--- config.mk ---
export PLATFORM = sky130hd
export DESIGN_NAME = decimal_accumulator_cpu_step_top
export DESIGN_NICKNAME = d
export VERILOG_FILES = /design/src/hdl/dacs_pkg.sv /design/src/hdl/dacs_ctrl.sv /design/src/hdl/dacs_datapath.sv /design/src/hdl/decimal_accumulator_cpu_step_top.sv
export SDC_FILE = /design/constraint.sdc
export NUM_CORES = 2
export LEC_CHECK = 0
export ABC_AREA = 0
export BUFFER_PORTS_ARGS = -buffer_cell sky130_fd_sc_hd__buf_2
export CAP_MARGIN = 20
export CORE_MARGIN = 3
export CORE_UTILIZATION = 35
export CTS_CLUSTER_DIAMETER = 60
export DETAILED_ROUTE_END_ITERATION = 7
export HOLD_SLACK_MARGIN = 0.08
export SYNTH_ARGS = -nofsm -noshare
export SYNTH_HDL_FRONTEND = slang
export SYNTH_SLANG_ARGS = --single-unit
--- constraint.sdc ---
create_clock -name clock -period 23.8 [get_ports clock]
set_input_delay 1.19 -clock clock [delete_from_list [all_inputs] [get_ports clock]]
set_output_delay 1.19 -clock clock [all_outputs]
set_load 0.02 [all_outputs]
--- src/hdl/dacs_pkg.sv ---
// package: types, codes and constants of the decimal accumulator machine
package dacs_pkg;
   localparam int MemWords = 100;
   localparam int AddrBits = 7;
   localparam int WordBits = 15;
   localparam logic signed [WordBits-1:0] WordMax = 15'sd9999;
   localparam logic signed [WordBits-1:0] WordMin = -15'sd9999;
   localparam logic [AddrBits-1:0] PcEnd = 7'd100;

   typedef enum logic [2:0] {
      ST_RUN = 3'd0, ST_HALT = 3'd1, ST_END = 3'd2,
      ST_OVF = 3'd3, ST_DIV0 = 3'd4, ST_BADOP = 3'd5
   } status_type;

   typedef enum logic [5:0] {
      OP_READ = 6'd10, OP_WRITE = 6'd11, OP_LOAD = 6'd20, OP_STORE = 6'd21,
      OP_ADD = 6'd30, OP_SUB = 6'd31, OP_DIV = 6'd32, OP_MUL = 6'd33,
      OP_BR = 6'd40, OP_BRNEG = 6'd41, OP_BRZERO = 6'd42, OP_HALT = 6'd43
   } opcode_type;

   typedef enum logic [3:0] {
      S_IDLE, S_FETCH, S_FETCH_WAIT, S_DECODE, S_OPER, S_OPER_WAIT,
      S_EXEC, S_DIV_RUN, S_DIV_DONE, S_RESP
   } state_type;

   // controller to datapath
   typedef struct packed {
      logic capture;     // latch request
      logic load_write;  // perform load item
      logic rd_pc;       // memory read at pc
      logic split;       // capture opcode / address of fetched word
      logic rd_oper;     // memory read at operand address
      logic grab_oper;   // latch operand
      logic exec;        // execute op other than a divide by a nonzero operand
      logic div_start;
      logic div_step;
      logic div_finish;
      logic rsp_set;
      logic rsp_clear;
   } cmd_type;

   // datapath to controller
   typedef struct packed {
      logic is_load;
      logic running;
      logic is_div;
      logic div_last;
      logic rsp_busy;
   } stat_type;
endpackage

--- src/hdl/dacs_ctrl.sv ---
// controller state machine sequencing fetch, operand read, execute and response
module dacs_ctrl (
   input  logic              clock,
   input  logic              reset,
   input  logic              req_tvalid,
   output logic              req_tready,
   input  dacs_pkg::stat_type stat,
   output dacs_pkg::cmd_type  cmd
);
   import dacs_pkg::*;

   state_type state_ff, state_in;

   always_ff @(posedge clock) begin
      if (reset) begin
         state_ff <= S_IDLE;
      end else begin
         state_ff <= state_in;
      end
   end

   always_comb begin
      state_in = state_ff;
      unique case (state_ff)
         S_IDLE: begin
            if (req_tvalid && !stat.rsp_busy) state_in = S_FETCH;
         end
         S_FETCH: begin
            if (stat.is_load || !stat.running) state_in = S_RESP;
            else state_in = S_FETCH_WAIT;
         end
         S_FETCH_WAIT: state_in = S_DECODE;
         S_DECODE: state_in = S_OPER;
         S_OPER: state_in = S_OPER_WAIT;
         S_OPER_WAIT: state_in = S_EXEC;
         S_EXEC: begin
            if (stat.is_div) state_in = S_DIV_RUN;
            else state_in = S_RESP;
         end
         S_DIV_RUN: begin
            if (stat.div_last) state_in = S_DIV_DONE;
         end
         S_DIV_DONE: state_in = S_RESP;
         S_RESP: begin
            if (!stat.rsp_busy) state_in = S_IDLE;
         end
         default: state_in = S_IDLE;
      endcase
   end

   always_comb begin
      cmd = '0;
      req_tready = 1'b0;
      unique case (state_ff)
         S_IDLE: begin
            req_tready = !stat.rsp_busy;
            cmd.capture = req_tvalid && !stat.rsp_busy;
         end
         S_FETCH: begin
            cmd.load_write = stat.is_load;
            cmd.rd_pc = !stat.is_load;
         end
         S_FETCH_WAIT: ;
         S_DECODE: cmd.split = 1'b1;
         S_OPER: cmd.rd_oper = 1'b1;
         S_OPER_WAIT: cmd.grab_oper = 1'b1;
         S_EXEC: begin
            cmd.exec = !stat.is_div;
            cmd.div_start = stat.is_div;
         end
         S_DIV_RUN: cmd.div_step = 1'b1;
         S_DIV_DONE: cmd.div_finish = 1'b1;
         S_RESP: cmd.rsp_set = !stat.rsp_busy;
         default: ;
      endcase
   end
endmodule

--- src/hdl/dacs_datapath.sv ---
// datapath: word memory, accumulator, pc, status, serial divider, result register
module dacs_datapath (
   input  logic                            clock,
   input  logic                            reset,
   input  dacs_pkg::cmd_type               cmd,
   output dacs_pkg::stat_type              stat,
   input  logic [39:0]                     req_tdata,
   output logic                            rsp_tvalid,
   input  logic                            rsp_tready,
   output logic [47:0]                     rsp_tdata
);
   import dacs_pkg::*;

   logic signed [WordBits-1:0] mem [MemWords];
   logic [MemWords-1:0]        valid_ff;
   logic signed [WordBits-1:0] rdata_ff;

   logic                        kind_ff;
   logic [AddrBits-1:0]         laddr_ff;
   logic signed [WordBits-1:0]  lword_ff, rval_ff;

   logic signed [WordBits-1:0] acc_ff, acc_in;
   logic [AddrBits-1:0]        pc_ff, pc_in;
   status_type                 st_ff, st_in;
   logic [6:0]                 op_ff;
   logic [AddrBits-1:0]        addr_ff;
   logic                       neg_ff;
   logic signed [WordBits-1:0] oper_ff;

   logic                       emit_ff;
   logic signed [WordBits-1:0] ev_ff;
   logic [AddrBits-1:0]        ea_ff;

   // serial divider on magnitudes
   logic [13:0] quo_ff, rem_ff, dvs_ff;
   logic [3:0]  dcnt_ff;
   logic        qneg_ff;

   logic        wr_en;
   logic [AddrBits-1:0] wr_addr, rd_addr;
   logic signed [WordBits-1:0] wr_data;
   logic rd_en;

   // opcode / address split of fetched word: op = w/100 for w in 0..9999
   logic [13:0] wmag;
   logic [26:0] wprod;
   logic [6:0]  qd;
   logic [13:0] rm;
   logic [6:0]  qfix;
   logic [6:0]  rfix;

   always_comb begin
      wmag = rdata_ff[13:0];
      wprod = wmag * 13'd5243;
      qd = wprod[25:19];
      rm = wmag - 14'(qd * 7'd100);
      qfix = qd;
      rfix = rm[6:0];
      if (rm >= 14'd100) begin
         qfix = qd + 7'd1;
         rfix = 7'(rm - 14'd100);
      end
   end

   logic signed [WordBits:0]   sum;
   logic signed [29:0]         prod;
   logic signed [WordBits-1:0] rsat;
   logic                       ovf;
   logic                       adv_ok;

   assign prod = acc_ff * oper_ff;

   always_comb begin
      acc_in = acc_ff;
      pc_in = pc_ff;
      st_in = st_ff;
      wr_en = 1'b0;
      wr_addr = addr_ff;
      wr_data = acc_ff;
      sum = '0;
      ovf = 1'b0;
      adv_ok = 1'b0;
      rsat = rval_ff;
      if (rval_ff > WordMax) rsat = WordMax;
      if (rval_ff < WordMin) rsat = WordMin;
      if (cmd.load_write) begin
         wr_addr = laddr_ff;
         wr_data = lword_ff;
         wr_en = (laddr_ff < AddrBits'(MemWords)) &&
                 (lword_ff <= WordMax) && (lword_ff >= WordMin);
      end
      if (cmd.exec) begin
         if (neg_ff) begin
            st_in = ST_BADOP;
         end else begin
            case (op_ff)
               7'(OP_READ): begin
                  wr_en = 1'b1;
                  wr_data = rsat;
                  adv_ok = 1'b1;
               end
               7'(OP_WRITE): adv_ok = 1'b1;
               7'(OP_LOAD): begin
                  acc_in = oper_ff;
                  adv_ok = 1'b1;
               end
               7'(OP_STORE): begin
                  wr_en = 1'b1;
                  adv_ok = 1'b1;
               end
               7'(OP_ADD), 7'(OP_SUB): begin
                  if (op_ff == 7'(OP_ADD)) sum = acc_ff + oper_ff;
                  else sum = acc_ff - oper_ff;
                  ovf = (sum > 16'sd9999) || (sum < -16'sd9999);
                  if (ovf) st_in = ST_OVF;
                  else begin
                     acc_in = sum[WordBits-1:0];
                     adv_ok = 1'b1;
                  end
               end
               7'(OP_MUL): begin
                  ovf = (prod > 30'sd9999) || (prod < -30'sd9999);
                  if (ovf) st_in = ST_OVF;
                  else begin
                     acc_in = prod[WordBits-1:0];
                     adv_ok = 1'b1;
                  end
               end
               // divide reaches here only with a zero divisor
               7'(OP_DIV): st_in = ST_DIV0;
               7'(OP_BR): pc_in = addr_ff;
               7'(OP_BRNEG): begin
                  if (acc_ff < 0) pc_in = addr_ff;
                  else adv_ok = 1'b1;
               end
               7'(OP_BRZERO): begin
                  if (acc_ff == 0) pc_in = addr_ff;
                  else adv_ok = 1'b1;
               end
               7'(OP_HALT): st_in = ST_HALT;
               default: st_in = ST_BADOP;
            endcase
         end
      end
      if (cmd.div_finish) begin
         acc_in = qneg_ff ? -$signed({1'b0, quo_ff}) : $signed({1'b0, quo_ff});
         adv_ok = 1'b1;
      end
      if (adv_ok) begin
         pc_in = pc_ff + 7'd1;
         if (pc_in >= PcEnd) begin
            pc_in = PcEnd;
            st_in = ST_END;
         end
      end
   end

   assign rd_en = cmd.rd_pc || cmd.rd_oper;
   assign rd_addr = cmd.rd_pc ? pc_ff : addr_ff;

   always_ff @(posedge clock) begin
      if (wr_en) mem[wr_addr] <= wr_data;
      if (rd_en) rdata_ff <= valid_ff[rd_addr] ? mem[rd_addr] : '0;
   end

   // unwritten words read as zero
   always_ff @(posedge clock) begin
      if (reset) begin
         valid_ff <= '0;
      end else if (wr_en) begin
         valid_ff[wr_addr] <= 1'b1;
      end
   end

   always_ff @(posedge clock) begin
      if (reset) begin
         acc_ff <= '0;
         pc_ff <= '0;
         st_ff <= ST_RUN;
         rsp_tvalid <= 1'b0;
         dcnt_ff <= '0;
      end else begin
         acc_ff <= acc_in;
         pc_ff <= pc_in;
         st_ff <= st_in;
         if (cmd.rsp_set) rsp_tvalid <= 1'b1;
         else if (rsp_tready) rsp_tvalid <= 1'b0;
         if (cmd.div_start) dcnt_ff <= 4'd13;
         else if (cmd.div_step && dcnt_ff != 0) dcnt_ff <= dcnt_ff - 4'd1;
      end
   end

   logic [15:0] trial;
   logic [14:0] rsh;
   assign rsh = {rem_ff, quo_ff[13]};
   assign trial = {1'b0, rsh} - {2'b00, dvs_ff};

   always_ff @(posedge clock) begin
      if (cmd.capture) begin
         kind_ff <= req_tdata[0];
         laddr_ff <= req_tdata[7:1];
         lword_ff <= req_tdata[22:8];
         rval_ff <= req_tdata[37:23];
         emit_ff <= 1'b0;
         ev_ff <= '0;
         ea_ff <= '0;
      end
      if (cmd.split) begin
         neg_ff <= rdata_ff[WordBits-1];
         op_ff <= qfix;
         addr_ff <= rfix;
      end
      if (cmd.grab_oper) oper_ff <= rdata_ff;
      if (cmd.exec && !neg_ff && op_ff == 7'(OP_WRITE)) begin
         emit_ff <= 1'b1;
         ev_ff <= oper_ff;
         ea_ff <= addr_ff;
      end
      if (cmd.div_start) begin
         quo_ff <= acc_ff[WordBits-1] ? 14'(-acc_ff) : acc_ff[13:0];
         dvs_ff <= oper_ff[WordBits-1] ? 14'(-oper_ff) : oper_ff[13:0];
         rem_ff <= '0;
         qneg_ff <= acc_ff[WordBits-1] ^ oper_ff[WordBits-1];
      end
      if (cmd.div_step) begin
         if (!trial[15]) begin
            rem_ff <= trial[13:0];
            quo_ff <= {quo_ff[12:0], 1'b1};
         end else begin
            rem_ff <= rsh[13:0];
            quo_ff <= {quo_ff[12:0], 1'b0};
         end
      end
   end

   always_comb begin
      stat.is_load = !kind_ff;
      stat.running = (st_ff == ST_RUN) && (pc_ff < AddrBits'(MemWords));
      stat.is_div = !neg_ff && op_ff == 7'(OP_DIV) && oper_ff != 0;
      stat.div_last = dcnt_ff == 4'd0;
      stat.rsp_busy = rsp_tvalid && !rsp_tready;
   end

   assign rsp_tdata = {pc_ff, acc_ff, ea_ff, ev_ff, emit_ff, 3'(st_ff)};
endmodule

--- src/hdl/decimal_accumulator_cpu_step_top.sv ---
// top level of the decimal accumulator machine
// Each transfer is a memory load or one executed instruction and returns one result.
// A load is written from the fetch state; an instruction goes through fetch, operand
// read and execute in the word memory, and a divide adds the bit-serial quotient
// loop and its final step. No new request is taken until the result of the previous
// one has been transferred out of the output register.
module decimal_accumulator_cpu_step_top (
   input  logic        clock,
   input  logic        reset,
   input  logic        req_tvalid,
   output logic        req_tready,
   // req_type, load_address, load_word, read_value, zero fill
   input  logic [39:0] req_tdata,
   output logic        rsp_tvalid,
   input  logic        rsp_tready,
   // run_status, emit_valid, emit_value, emit_address, acc_value, next_pc
   output logic [47:0] rsp_tdata
);
   import dacs_pkg::*;

   cmd_type  cmd;
   stat_type stat;

   dacs_ctrl u_ctrl (
      .clock(clock), .reset(reset), .req_tvalid(req_tvalid), .req_tready(req_tready),
      .stat(stat), .cmd(cmd)
   );

   dacs_datapath u_dp (
      .clock(clock), .reset(reset), .cmd(cmd), .stat(stat), .req_tdata(req_tdata),
      .rsp_tvalid(rsp_tvalid), .rsp_tready(rsp_tready), .rsp_tdata(rsp_tdata)
   );
endmodule

Word-level counts from Yosys, hierarchy flattened
Memory sizes are Yosys's and may differ from the RTL's. A register that Yosys moved wholly into a read port is not among the register bits.
Cells that the tools add are included.
{"block": "totals", "regBits": 268, "ram_bits": 1500, "inputBits": 44, "output_inout_bits": 50, "wordCells": 215, "memories": 1}
{"block": "classes", "addsub": 11, "n_mul": 3, "magnitude_cmp": 16, "n_eq_ne": 30, "muxes": 85, "bitwise": 2, "n_reduce_logical": 44}
{"name": "u_dp.mem", "words": 100, "width": 15, "rd": 1, "rd_clocked_by_memory_dff": 1, "write_ports": 1, "line": "dacs_datapath.sv:14", "source": "logic signed [WordBits-1:0] mem [MemWords];"}
{"cell": "15-bit 2-to-1 mux", "count": 14}
{"cell": "100-bit bitwise OR", "count": 1}
{"cell": "14-bit 2-to-1 mux", "count": 7}
{"cell": "7-bit 2-to-1 mux", "count": 12}
{"cell": "16-bit 2-to-1 mux", "count": 4}
{"cell": "15-bit one-hot mux with 3 select lines", "count": 1}
{"cell": "7-bit by 6-bit == test with 1-bit output, second input constant", "count": 6}
{"cell": "4-bit one-hot mux with 10 select lines", "count": 1}
{"cell": "32-bit logical NOT", "count": 1}
{"cell": "32-bit nonzero test", "count": 1}
{"cell": "30-bit by 15-bit > comparator with 1-bit output, second input constant", "count": 1}
{"cell": "30-bit by 15-bit < comparator with 1-bit output, second input constant", "count": 1}
{"cell": "15-bit by 15-bit multiplier with 30-bit output", "count": 1}
{"cell": "7-bit by 5-bit == test with 1-bit output, second input constant", "count": 4}
{"cell": "4-bit 2-to-1 mux", "count": 7}
{"cell": "14-bit negator", "count": 2}
{"cell": "14-bit by 13-bit multiplier with 26-bit output, second input constant", "count": 1}
{"cell": "1-bit 2-to-1 mux", "count": 26}
{"cell": "7-bit one-hot mux with 3 select lines", "count": 1}
{"cell": "3-bit 2-to-1 mux", "count": 6}
{"cell": "15-bit by 15-bit adder with 16-bit output", "count": 1}
{"cell": "4-bit by 3-bit == test with 1-bit output, second input constant", "count": 4}
{"cell": "16-bit by 15-bit > comparator with 1-bit output, second input constant", "count": 1}
{"cell": "16-bit by 15-bit < comparator with 1-bit output, second input constant", "count": 1}
{"cell": "other kinds (44)", "count": 86}

Logic depth before layout (Yosys ltp)
{"block": "logic_depth", "depth_word": 15, "mapped_depth": 42, "depth_no_buf": 41}

Hierarchy
A second synthesis with hierarchy kept.
{"block": "unflattened", "cells_unflattened": 5826, "hier_area_um2": 85638.4}
{"mod": "dacs_datapath", "instances": 1, "cells_each": 5768, "area_each_um2": 85208.0, "seq_area_each_um2": 52110.0}
{"mod": "dacs_ctrl", "instances": 1, "cells_each": 58, "area_each_um2": 430.4, "seq_area_each_um2": 80.1}

Worst setup path before layout
OpenSTA, ideal clock, no wires.
{"block": "synth_timing", "path_kind": "reg2reg", "startpoint": "register u_dp.rdata_ff[12] (read register of u_dp.mem)", "endpoint": "register u_dp.addr_ff[5] (data pin)", "setup_time_ns": 0.264, "arrival_ns": 8.725, "slack_ns": 14.811, "stages_incl_launch_ff": 38, "period_less_slack_ns": 8.989, "path_cell_list": "edfxtp_1 > ha_1 > inv_1 > fa_1 > inv_1 > fa_1 > inv_1 > fa_1 > inv_1 > fa_1 > ha_1 > a21o_1 > a2111oi_0 > nand2_1 > a21oi_1 > o31ai_1 > and2_1 > o21a_1 > [... 2 more ...] > ha_1 > fa_1 > ha_1 > a21oi_1 > o21bai_1 > a21o_1 > a21oi_1 > xor2_1 > ha_1 > a221oi_1 > o221ai_1 > a31oi_1 > nand3_1 > or4_1 > clkbuf_1 > buf_1 > o31ai_1 > xnor2_1"}
{"block": "synth_via", "elab_chain_len": 5, "elab_cells_between_ends": 6, "cone_classes": "add/sub: 2; mul: 2; order compare: 1; mux: 1"}
{"item": "start, declared", "line": "dacs_datapath.sv:16", "source": "logic signed [WordBits-1:0] rdata_ff;"}
{"item": "14-bit by 13-bit multiplier with 26-bit output", "line": "dacs_datapath.sv:54", "source": "wprod = wmag * 13'd5243;"}
{"item": "7-bit by 5-bit multiplier with 12-bit output", "line": "dacs_datapath.sv:56", "source": "rm = wmag - 14'(qd * 7'd100);"}
{"item": "14-bit subtractor *", "line": "dacs_datapath.sv:56"}
{"item": "14-bit by 7-bit greater-or-equal comparator with 1-bit output / 7-bit subtractor (equally long branches)", "line": "dacs_datapath.sv:59, dacs_datapath.sv:61"}
{"item": "7-bit 2-to-1 mux *", "line": "dacs_datapath.sv:59", "source": "if (rm >= 14'd100) begin"}
{"item": "named net u_dp.rfix[5]", "line": "dacs_datapath.sv:50", "source": "logic [6:0] rfix;"}
{"item": "end signal, assigned", "line": "dacs_datapath.sv:211", "source": "addr_ff <= rfix;"}
{"item": "end, declared", "line": "dacs_datapath.sv:26", "source": "logic [AddrBits-1:0] addr_ff;"}
The timed path passes the listed nets; every way through them passes the cells marked *.
A chain may end at the register's enable or synchronous reset.

Worst setup path after layout
{"block": "layout_timing", "startpoint": "register u_dp.rdata_ff[10] (read register of u_dp.mem)", "endpoint": "register u_dp.op_ff[6] (data pin)"}
{"block": "layout_via", "elab_chain_len": 5, "elab_cells_between_ends": 6, "cone_classes": "add/sub: 2; mul: 2; order compare: 1; mux: 1"}
{"item": "14-bit by 13-bit multiplier with 26-bit output", "line": "dacs_datapath.sv:54"}
{"item": "7-bit by 5-bit multiplier with 12-bit output", "line": "dacs_datapath.sv:56"}
{"item": "14-bit subtractor", "line": "dacs_datapath.sv:56"}
{"item": "14-bit by 7-bit greater-or-equal comparator with 1-bit output", "line": "dacs_datapath.sv:59"}
{"item": "7-bit 2-to-1 mux *", "line": "dacs_datapath.sv:59"}
{"item": "named net u_dp.qfix[6]", "line": "dacs_datapath.sv:49", "source": "logic [6:0] qfix;"}
{"item": "end signal, assigned", "line": "dacs_datapath.sv:210", "source": "op_ff <= qfix;"}
{"item": "end, declared", "line": "dacs_datapath.sv:25", "source": "logic [6:0] op_ff;"}
Marked as above.

==> results.md <==
* Bufs on Longest Clock Path at 3
* Post-synth EDFFs at 1648
* Vias in the first global route at 51.0k
* IO Pins at between 90 and 100
* First-pass GRT wire length at 337000 um
* Worst path arrival time at 10710 ps
* Share of layout cells above drive strength 1 at between 10% and 20%
* Share of the synthesized area in the top cell type at 57.7%
* Antenna violation net count after detailed routing at 0
* Syn-to-layout area delta at 13.3%
* DRT Wirelength at ~230000 um
* Initial DRC Count at 5061
* Status: finished clean
* Sink Count at 1783
* Post-route cell area at 0.0971 mm2
* Hold-critical path depth at 2
* R2r setup slk at 13610 ps
* Number of buffers added on ports at 91
* Placed inst area at 0.0907 mm2
* Final routed DRC violation total at 0
* Setup_tns at 0 ps
* Fin util at between 30% and 40%
* Seq/Total Area, Yosys at 60.9%
* DR WL/cell at 24.1 um
* Initial Util at 35.2%
* Core area at between 0.2 and 0.25 mm2
* Setup bufs post-CTS at 0
* Yosys warns at 0
* NumNets Final at 6613
* Synth area leaders: edfxtp_1 (58%), mux4_2 (11%), fa_1 (6.7%)
* Clock share of power at 22.4%
* Commonest cells post-synth: edfxtp_1 (1648), nand2_1 (650), nor2_1 (503), inv_1 (473), mux4_2 (400)
* Hold Path Origin: u_dp.emit_ff
* P_sw at 5.11 mW
* CTS root buf: clkbuf_16
* Max Slew Vio Count at 0
* Worst-case reg-to-reg path depth at 36
* Post-CTS Resized at 0
* DRT Pass-1 Iters at 6
* CTS tree: yes
* Via density at 5.37
* Gpl congestion at 0.885
* Cell mode on critical path: ha_1
* Final setup fails at 0
* Maximum vdd drop at 0.000973 V
* Worst Setup Path Type: register to register
* Row count at 181
* Cell area after synthesis at 0.0857 mm2
* Synth Instances at 5850
* Largest net degree at the start of global routing at 107
* Maximum fanout along the worst path at 14
* RR Startpoint: u_dp.rdata_ff[10]
* Max-slew headroom at 19.8%
* GRT overflow at 0
* Tot GR Track Use at 17.9%
* Post-synth ARST share at 0%
* Logic pwr share at 49.4%
* Cell with the most instances after synthesis: edfxtp_1
* Post-layout min period at 10190 ps
* Sequential share of power at between 20% and 30%
* Syn_nets at between 6k and 7k
* Die W at 501 um
* Clock transition at path regs at 60 ps
* Worst Hold Path EP: u_dp.emit_ff
* Yosys top cell by area: edfxtp_1
* Cell internal pwr at 7.91 mW
* P_leak at between 30 and 40 nW
* Reg2reg end: u_dp.op_ff[6]
* Switching Fraction at 39.2%
* Path category of the worst min-delay check: register to register
* Final period utilization at 42.8%
* Pwr Density at approximately 130 mW/mm2
* CP required at approximately 24000 ps
* Initial antenna violation count at 8
* Final setup margin at 13610 ps
* Die Area at about 0.25 mm2
* DP HPWL at 139000 um
* Slowest-stage cell, CP: or4_1
* Max cap viols at 0
* CP endpoint kind: register
* Yosys cell types at slightly above 80
* Die height at 501 um
* Dpl cells at 9038
* FILL cells at 22.1k
* CTS Hold Buffers Added at 0
* DR vias at 50.5k
* Synthesized area per cell at 14.7 um2
* Flops & latches, synth at 1783
* Tightest Pin Transition at 1200 ps
* Count of final hold-check violations at 0
* Fin cells at 9389
* Final Skew at 92.5 ps
* CP startpoint kind: register
* Synth Flop Type: edfxtp_1
* Max Freq at 98.2 MHz
* CP max stage delay at 800 ps
* Number of CTS-inserted buffers at 180
* H-tree Lvls at 4
* Place WS at 13580 ps
* RSZ-0062 raised after global routing: false
* Worst skew pair latency at 850 ps
## placed cells by master, fill, tap and decap left out, types with 135 or more instances in the layout
cell	instances
a21oi_1	140
buf_4	188
clkbuf_16	180
dfxtp_1	135
edfxtp_1	1648
fa_1	289
ha_1	252
inv_1	472
mux4_2	400
nand2_1	650
nor2_1	499
## area by class of cell
class | count | area (um2) | area share, %
Inverter | 473 | 1780 | 1.83
Antenna cell | 2 | 5.00 | 0.00515
Clock buffer | 227 | 4770 | 4.91
Clock inverter | 112 | 1420 | 1.46
Sequential cell | 1783 | 52200 | 53.7
Timing Repair Buffer | 295 | 2180 | 2.25
Tap cell | 3202 | 4010 | 4.13
Multi-Input combinational cell | 3295 | 30800 | 31.7
## per-stage QoR
stage	total power, mW	hold slack [ps]
after floorplan	8.50	421
after global placement	9.92	431
after detailed placement	10.1	441
after CTS	13.1	449
after global routing	14.0	481
final	13.0	442
## power by group through the flow
| stage | Combinational, mW | Sequential [mW] | Clock (mW) |
|---|---|---|---|
| after floorplan | 4.76 | 3.73 | 0 |
| after global placement | 6.18 | 3.74 | 0 |
| after detailed placement | 6.35 | 3.74 | 0 |
| after CTS | 6.41 | 3.68 | 2.96 |
| after global routing | 7.19 | 3.68 | 3.09 |
| final | 6.43 | 3.68 | 2.91 |
## worst max-delay path by stage
stage / from / end / slack [ps] / cells after the start
detailed placement: u_dp.rdata_ff[10] / u_dp.op_ff[6] / 13580 / 36
CTS: u_dp.rdata_ff[10] / u_dp.op_ff[6] / 13550 / 36
global placement: u_dp.rdata_ff[10] / u_dp.op_ff[6] / 13490 / 36
floorplan: u_dp.rdata_ff[12] / u_dp.addr_ff[5] / 14810 / 37
finish: u_dp.rdata_ff[10] / u_dp.op_ff[6] / 13610 / 36
global route: u_dp.rdata_ff[10] / u_dp.op_ff[6] / 12930 / 36
## worst max-delay path: cells and delay by family (launching register included)
family	cells	cell delay [ps]
flops	1	630
fa+ha+maj	11	4320
simple gates	6	1780
buf+inv	4	220
compound gates	12	2580
xor+xnor	3	410
## layer usage
metal	wire length (um)	GRT usage, %	part of all wire, %
met2	106000	28.5	47
met1	96800	25.2	43
met5	0	0	0
met4	6560	5.22	2.9
met3	17200	3.19	7.6
## sequential cells by signal, indices dropped and copies added (netlist names), 14 cells and up
register / cells
u_dp.mem: 1500
u_dp.ev_ff: 15
u_dp.dvs_ff: 14
u_dp.oper_ff: 15
u_dp.rem_ff: 14
u_dp.lword_ff: 15
u_dp.acc_ff: 15
u_dp.valid_ff: 100
u_dp.rval_ff: 15
u_dp.rdata_ff: 15
u_dp.quo_ff: 14
## logic make-up after synthesis
logic type	after synthesis	synth area share, %
XOR/XNOR	136	1.39
buffers and inverters	772	3.62
flip-flops	1783	60.9
AND/OR/NAND/NOR	1620	8.26
AO/OA/AOI/OAI	550	4.35
multiplexers	446	11.1
adder cells (fa/ha/maj)	543	10.4
(Power assumes the default switching activity.)
